`src/rtl/core/atma_pkg.sv`:
```
`timescale 1ns / 1ps
`default_nettype none
package atma_pkg;

  // Default averaging window length in samples.
  localparam int unsigned WindowDef = 20;
  localparam int unsigned CordicSteps = 16;
  localparam int unsigned SqrtSteps = 16;
  localparam int unsigned DivSteps = 22;
  localparam logic signed [15:0] AngleHalfPi = 16'sd16384;

  // Arctangent table in binary angle units.
  function automatic logic [13:0] atan_lut(input logic [3:0] idx);
    logic [13:0] v;
    unique case (idx)
      4'd0: v = 14'd8192;
      4'd1: v = 14'd4836;
      4'd2: v = 14'd2555;
      4'd3: v = 14'd1297;
      4'd4: v = 14'd651;
      4'd5: v = 14'd326;
      4'd6: v = 14'd163;
      4'd7: v = 14'd81;
      4'd8: v = 14'd41;
      4'd9: v = 14'd20;
      4'd10: v = 14'd10;
      4'd11: v = 14'd5;
      4'd12: v = 14'd3;
      4'd13: v = 14'd1;
      4'd14: v = 14'd1;
      default: v = 14'd0;
    endcase
    return v;
  endfunction

endpackage
`default_nettype wire

```
`src/rtl/core/atma_ram.sv`:
```
`timescale 1ns / 1ps
`default_nettype none
module atma_ram #(
  parameter int unsigned Width = 16,
  parameter int unsigned Depth = 32
) (
  input  wire logic                     clk,
  input  wire logic                     we,
  input  wire logic [$clog2(Depth)-1:0] waddr,
  input  wire logic [Width-1:0]         wdata,
  input  wire logic [$clog2(Depth)-1:0] raddr,
  output logic      [Width-1:0]         rdata
);

  logic [Width-1:0] mem [Depth];

  // One write port and one registered read port.
  always_ff @(posedge clk) begin
    if (we) begin
      mem[waddr] <= wdata;
    end
    rdata <= mem[raddr];
  end

endmodule
`default_nettype wire

```
`src/rtl/core/atma_avg.sv`:
```
`timescale 1ns / 1ps
`default_nettype none
module atma_avg #(
  parameter int unsigned Window = atma_pkg::WindowDef
) (
  input  wire logic               clk,
  input  wire logic               rst_n,
  input  wire logic               start,
  input  wire logic               ok,
  input  wire logic signed [15:0] smp_x,
  input  wire logic signed [15:0] smp_y,
  input  wire logic signed [15:0] smp_z,
  output logic                    done,
  output logic signed [15:0]      avg_x,
  output logic signed [15:0]      avg_y,
  output logic signed [15:0]      avg_z
);
  import atma_pkg::*;

  localparam int unsigned SlotW = (Window > 1) ? $clog2(Window) : 1;
  localparam int unsigned Depth = 4 * (1 << SlotW);
  localparam int unsigned AddrW = SlotW + 2;
  localparam int unsigned CntW = $clog2(Window + 1);

  typedef enum logic [5:0] {
    A_IDLE = 6'b000001,
    A_RD   = 6'b000010,
    A_UPD  = 6'b000100,
    A_DIV  = 6'b001000,
    A_STO  = 6'b010000,
    A_FIN  = 6'b100000
  } avg_state_t;

  avg_state_t state_r;
  logic [1:0] ax_r;
  logic [4:0] cnt_r;
  logic ok_r;
  logic [CntW-1:0] fill_r;
  logic [SlotW-1:0] slot_r;
  logic signed [20:0] sum_r [3];
  logic signed [15:0] smp_r [3];
  logic [21:0] quo_r;
  logic [21:0] rem_r;
  logic neg_r;

  // Window samples: axis in the high address bits, slot in the low.
  logic we;
  logic [AddrW-1:0] waddr, raddr;
  logic [15:0] rdata;
  assign raddr = {ax_r, slot_r};
  assign waddr = {ax_r, slot_r};
  assign we = (state_r == A_UPD) && ok_r;

  atma_ram #(.Width(16), .Depth(Depth)) u_win (
    .clk(clk), .we(we), .waddr(waddr), .wdata(smp_r[ax_r]),
    .raddr(raddr), .rdata(rdata)
  );

  logic signed [20:0] new_sum;
  logic full;
  assign full = fill_r == CntW'(Window);
  assign new_sum = sum_r[ax_r] + 21'(smp_r[ax_r])
                   - (full ? 21'(signed'(rdata)) : 21'sd0);

  // Effective divisor after this sample.
  logic [CntW-1:0] fill_eff;
  assign fill_eff = (ok_r && !full) ? fill_r + CntW'(1) : fill_r;

  // Restoring divide step of the magnitude.
  logic [22:0] trem;
  assign trem = {rem_r, quo_r[21]} - 23'(fill_eff);

  logic signed [15:0] q16;
  assign q16 = neg_r ? -quo_r[15:0] : quo_r[15:0];

  always_ff @(posedge clk) begin
    if (!rst_n) begin
      state_r <= A_IDLE;
      done <= 1'b0;
      fill_r <= '0;
      slot_r <= '0;
      ax_r <= '0;
      cnt_r <= '0;
      for (int k = 0; k < 3; k++) sum_r[k] <= '0;
    end else begin
      done <= 1'b0;
      unique case (state_r)
        A_IDLE: begin
          ax_r <= '0;
          if (start) begin
            ok_r <= ok;
            smp_r[0] <= smp_x;
            smp_r[1] <= smp_y;
            smp_r[2] <= smp_z;
            state_r <= A_RD;
          end
        end
        A_RD: state_r <= A_UPD;
        A_UPD: begin
          if (ok_r) sum_r[ax_r] <= new_sum;
          quo_r <= (ok_r ? new_sum[20] : sum_r[ax_r][20])
                   ? 22'(-(ok_r ? new_sum : sum_r[ax_r]))
                   : 22'(ok_r ? new_sum : sum_r[ax_r]);
          neg_r <= ok_r ? new_sum[20] : sum_r[ax_r][20];
          rem_r <= '0;
          cnt_r <= '0;
          state_r <= A_DIV;
        end
        A_DIV: begin
          if (!trem[22]) rem_r <= trem[21:0];
          else rem_r <= {rem_r[20:0], quo_r[21]};
          quo_r <= {quo_r[20:0], !trem[22]};
          cnt_r <= cnt_r + 5'd1;
          if (cnt_r == 5'(DivSteps - 1)) state_r <= A_STO;
        end
        A_STO: begin
          if (fill_eff == '0) begin
            if (ax_r == 2'd0) avg_x <= '0;
            if (ax_r == 2'd1) avg_y <= '0;
            if (ax_r == 2'd2) avg_z <= '0;
          end else begin
            if (ax_r == 2'd0) avg_x <= q16;
            if (ax_r == 2'd1) avg_y <= q16;
            if (ax_r == 2'd2) avg_z <= q16;
          end
          if (ax_r == 2'd2) begin
            state_r <= A_FIN;
          end else begin
            ax_r <= ax_r + 2'd1;
            state_r <= A_RD;
          end
        end
        A_FIN: begin
          if (ok_r) begin
            fill_r <= fill_eff;
            slot_r <= (slot_r == SlotW'(Window - 1)) ? '0 : slot_r + SlotW'(1);
          end
          done <= 1'b1;
          state_r <= A_IDLE;
        end
        default: state_r <= A_IDLE;
      endcase
    end
  end

endmodule
`default_nettype wire

```
`config.mk`:
```
export PLATFORM = sky130hd
export DESIGN_NAME = atma_avg
export DESIGN_NICKNAME = d
export VERILOG_FILES = /design/src/rtl/core/atma_pkg.sv /design/src/rtl/core/atma_ram.sv /design/src/rtl/core/atma_avg.sv
export SDC_FILE = /design/constraint.sdc
export NUM_CORES = 2
export LEC_CHECK = 0
export BUFFER_PORTS_ARGS = -buffer_cell sky130_fd_sc_hd__buf_4
export CAP_MARGIN = 0
export CORE_MARGIN = 2
export CORE_UTILIZATION = 50
export DETAILED_ROUTE_END_ITERATION = 10
export PLACE_DENSITY = 0.67
export SLEW_MARGIN = 20
export SYNTH_ARGS = -nofsm -noshare
export SYNTH_HDL_FRONTEND = slang
export SYNTH_SLANG_ARGS = --single-unit
```
`constraint.sdc`:
```
create_clock -name clk -period 8.69 [get_ports clk]
set_input_delay 0.869 -clock clk [delete_from_list [all_inputs] [get_ports clk]]
set_output_delay 0.869 -clock clk [all_outputs]
set_load 0.1 [all_outputs]
```
# ---- Yosys cells after proc, flatten, opt, wreduce, memory -nomap -nowiden
# Memories as Yosys holds them, arrays and structs flattened. A register that Yosys moved wholly into a read port is not among the register bits.
# Cells that the tools add are included.
dict set report classes {
  eq_ne 14
  muxes 45
  add_sub_neg 9
  n_reduce_logical 18
}
# operator n
set ops {}
lappend ops {{$mux 16} 10}
lappend ops {{$pmux 22 s2} 2}
lappend ops {{$mux 22} 3}
lappend ops {{$mux 21} 2}
lappend ops {{$pmux 6 s5} 1}
lappend ops {{$sub 23x5->23} 1}
lappend ops {{$neg 22->22} 1}
lappend ops {{$add 21x16->21} 1}
lappend ops {{$reduce_or 21->1} 1}
lappend ops {{$sub 21x21->21} 1}
lappend ops {{$mux 6} 3}
lappend ops {{$neg 16->16} 1}
lappend ops {{$add 5x1->5 const B} 3}
lappend ops {{$eq 5x5->1 const B} 3}
lappend ops {{$mux 1} 14}
lappend ops {{$mux 2} 6}
lappend ops {{$reduce_and 3->1} 4}
lappend ops {{$mux 5} 2}
lappend ops {{$pmux 5 s2} 1}
lappend ops {{$reduce_and 2->1} 5}
lappend ops {{$eq 6x1->1 const B} 1}
lappend ops {{$eq 6x2->1 const B} 1}
lappend ops {{$eq 6x3->1 const B} 1}
lappend ops {{$eq 6x4->1 const B} 1}
lappend ops {{12 further kinds} 17}
dict set report word_totals {
  word_cells 102
  mem_bits_rw 2159
  memories 3
  register_bits 118
  in_bits 52
}
# memory depth width rd rd_ports_with_merged_regs write_ports line
set mem_list {}
lappend mem_list {u_win.mem 128 16 1 1 1 atma_ram.sv:15} ;# logic [Width-1:0] mem [Depth];
lappend mem_list {sum_r 3 21 1 1 3 atma_avg.sv:40} ;# logic signed [20:0] sum_r [3];
lappend mem_list {smp_r 3 16 1 1 3 atma_avg.sv:41} ;# logic signed [15:0] smp_r [3];

# ---- Logic depth before layout (Yosys ltp)
dict set report depth {
  ltp_word 7
  depth_mapped 21
  depth_no_buf 19
}

# ---- By module
# A second synthesis with hierarchy kept.
dict set report unflattened {
  hier_cells 4301
  hier_area_um2 92142.1
}
# module area_each_um2 n_inst cells_each
set modules_own_cells {}
lappend modules_own_cells {atma_ram 78522.8 1 3086}
lappend modules_own_cells {atma_avg 13619.3 1 1215}

# ---- Worst setup path after synthesis
# OpenSTA, ideal clock, no wires.
dict set report synth_path {
  kind {register -> register}
  start {register (tool-made name)}
  end {register quo_r[19] (data pin)}
  arrival_ns 5.536
  path_stages_with_launch 21
  synth_period_minus_slack_ns 5.797
  path_buffers 4
  slack_ns 2.893
  setup_ns 0.261
  cell_sequence {dfxtp_1 -> buf_2 -> buf_1 -> buf_2 -> buf_1 -> mux2i_1 -> o21a_1 -> fa_1 -> inv_1 -> ha_1 -> o21ai_0 -> nand2_1 -> a31oi_2 -> xor2_2 -> inv_2 -> o41ai_4 -> o2111ai_2 -> or3_4 -> o31ai_4 -> xnor2_1 -> a21oi_1}
}
# item line
set synth_lines {}
lappend synth_lines {{end signal, assigned} atma_avg.sv:101} ;# quo_r <= (ok_r ? new_sum[20] : sum_r[ax_r][20])
lappend synth_lines {{end signal, assigned} atma_avg.sv:112} ;# quo_r <= {quo_r[20:0], !trem[22]};
lappend synth_lines {{end, declared} atma_avg.sv:42} ;# logic [21:0] quo_r;

==> run_results.csv <==
group,metric,value,unit
synthesis,synth_nets,5278,
timing,fmax,172,MHz
synthesis,synth_commonest_cells,"2,274 x edfxtp_1, 769 x a22oi_1, 295 x nor2_1, 255 x clkbuf_1, 231 x nand4_1",
route,via_per_inst,6.43,
placement,port_buffers,100,
clock_tree,root_buffer,"clkbuf_16",
power,p_int,17.8,mW
synthesis,synthFlopType,"edfxtp_1",
global_route,grt_pass1_wl,337000,um
clock_tree,cts_tree,"built",
global_route,antenna_found_initial,8,
synthesis,synthXorXnorAreaFrac,0.00706,
floorplan,core-area,174000,um2
final_layout,fin_nets,5473,
synthesis,synthDistinctLibCells,77,
power,seqPwrFrac,0.552,
power,power_leakage,30.6,nW
final_layout,regArea,69100,um2
synthesis,ys_ff_latch,2316,
placement,hpwlAfterDp,127000,um
synthesis,synth.most_common_cell,"edfxtp_1",
timing,slew-limit-headroom,0.220,
synthesis,synth.area.top_cells,"edfxtp_1 78%, a22oi_1 6.6%, nand4_1 1.6%, a221oi_1 1.3%, a22o_1 1.3%",
timing,fin_crit,5.83,ns
clock_tree,numCtsBuffers,217,
worst_setup_path,end_kind,"flop",
floorplan,die_height,423,um
synthesis,synth_top_cell_by_area,"edfxtp_1",
synthesis,synth_edf_count,2274,
synthesis,synthMuxAreaShare,0.0127,
clock_tree,cts_setup_buffers,0,
final_layout,instances_no_fill,7882,
clock_tree,clock_latency,0.87,ns
worst_setup_path,crit_path_start_kind,"flop",
placement,place_ws,2.86,ns
final_layout,layout-area-overhead-vs-synth,12.9,%
route,drt_first_pass_iters,8,
synthesis,avgSynthCellArea,17.0,um2
floorplan,die_w,423,um
route,vias,50700,
power,combinationalPowerShare,0.030,
worst_setup_path,worstPathArrival,6.39,ns
floorplan,rows,153,
floorplan,floorplan.initialDensity,0.504,
worst_setup_path,cp_max_fo,23,
synthesis,synthAdderAreaFrac,0.0100,
timing,worst_clock_skew,0.0370,ns
route,routed_wirelength,231000,um
clock_tree,clockBufferDepth,3,
synthesis,netlist_instances,5168,
clock_tree,cts.sinks,2316,
route,drt_iter0_drc,7284,
final_layout,multiInputGateArea,17300,um2
floorplan,pin_count,101,
power,p_switching,4.58,mW
final_layout,drive_gt1_frac,0.127,
power,clkPwrFrac,0.418,
floorplan,die_area,179000,um2
power,powerDensity,226,nW/um2
power,swShare,0.204,
timing,tightest_slew,1.17,ns
route,avgRoutedWirePerCell,29.4,um
timing,hold_slack,0.182,ns
synthesis,synth.top_cell.area_share,0.776,
global_route,track_usage,0.255,
final_layout,final_core_util,0.569,
timing,finalSetupViolCount,0,
timing,fin_crit_sh,0.671,
clock_tree,holdBufCountCts,0,
worst_setup_path,crit_type,"reg -> reg",
global_route,grt_pass1_vias,48600,
placement,placed_cell_area,92200,um2
timing,drv_slew,0,
placement,placed_cells,7469,
timing,rsz0062_at_grt,"false",
placement,gp_congestion,0.885,
power,ir_drop,0.000222,V
clock_tree,clk_pin_slew,0.06,ns
synthesis,syn_area,87900,um2
worst_setup_path,reg2reg_slack,2.86,ns
synthesis,yosys.area_share.simple,0.0446,
synthesis,synth_seq_area_share,0.786,
hold_path,hp-class,"in -> reg",
global_route,grt_max_degree,123,
synthesis,async_reset_ff_frac,0,
flow_run,cap_violations,0,
global_route,grt-ovfl-total,0,
final_layout,fin_area,99300,um2
clock_tree,cts_resized,0,
power,finalPower,22.4,mW
timing,tns,0,ns
route,drc,0,
timing,hold_viol_final,0,
run_status,outcome,"finished clean",
synthesis,synth_compound_area_frac,0.120,
synthesis,yosysWarnings,0,
timing,setup_ws,2.86,ns
route,final_antenna_net_count,0,
final_layout,fillers,13000,
synthesis,synth_top_family_by_area,"compound AO/OA/AOI/OAI gates",
worst_setup_path,cp.required,9.25,ns
clock_tree,cts_max_level,4,
worst paths after layout:
kind	start	to	cells after the start
max	flop	quo_r[19]	17
min	smp_x[14]	smp_r[0][14]	1
max reg2reg	flop	quo_r[19]	17
min reg2reg	cnt_r[4]	cnt_r[4]	1
final cells by class:
class,count,area share
Sequential cell,2316,0.697
Multi-Input combinational cell,2410,0.174
Clock buffer,269,0.0573
Tap cell,2325,0.0293
Timing Repair Buffer,303,0.0245
Clock inverter,141,0.0137
Inverter,115,0.00478
Antenna cell,3,0.0000756
cells by family after synthesis:
| kind of cell | after synthesis |
|---|---|
| flip-flops | 2316 |
| multiplexers | 65 |
| buffers and inverters | 442 |
| XOR/XNOR | 70 |
| adder cells (fa/ha/maj) | 58 |
| AO/OA/AOI/OAI | 1436 |
| AND/OR/NAND/NOR | 781 |
flip-flops by register name, indices dropped and copies added, names as in the netlist, named ones only:
register and count:
avg_x 16, done 1, ax_r 2, u_win.mem 2048
quo_r 22, u_win.rdata 16, slot_r 5, fill_r 5
cnt_r 5, smp_r 48, avg_y 16, ok_r 1
avg_z 16, state_r 6, neg_r 1, sum_r 84
rem_r 22
critical path: stages, from the launching register on:
cell	delay (ns)
dfxtp_2	0.73
buf_4	0.51
mux4_2	0.60
inv_1	0.10
fa_1	0.42
inv_1	0.11
ha_1	0.25
a211oi_2	0.31
o21ai_1	0.18
a21oi_2	0.22
xor2_1	0.37
inv_2	0.13
o41ai_4	0.47
o2111ai_2	0.24
or3_4	0.45
o31ai_4	0.26
xnor2_1	0.14
a21oi_1	0.08
layer usage:
layer | up-vias | GRT usage | wire length (um)
li1 | 21600 | - | -
met1 | 25900 | 0.359 | 91800
met2 | 2815 | 0.403 | 110000
met3 | 374 | 0.0482 | 22900
met4 | 2 | 0.0820 | 6850
met5 | - | 0 | 16
cells in the final DEF, fill, tap and decap left out, types with 17 or more instances in the layout:
cell       instances
edfxtp_1        2274
a22oi_1          769
buf_4            290
nor2_1           279
nand4_1          231
clkbuf_16        219
o21ai_0          133
a221oi_1         129
a22o_1           129
inv_1             94
a21oi_1           93
nand2_1           91
o211ai_1          69
clkinv_1          65
clkbuf_1          48
xor2_1            38
a31oi_1           38
dfxtp_1           38
mux4_2            37
ha_1              37
xnor2_1           31
and2_1            30
nand3_1           29
mux2i_1           28
clkinv_2          28
o21a_1            24
bufinv_16         22
fa_1              21
nor3_1            19
inv_4             17
power groups by stage:
stage               logic (mW)  registers (mW)  clock network (mW)
floorplan                0.407            12.6                   0
global placement         0.637            12.6                   0
detailed placement       0.657            12.6                   0
CTS                      0.660            12.4                9.47
global route             0.726            12.4                9.90
finish                   0.667            12.4                9.37
(Power assumes the default switching activity.)
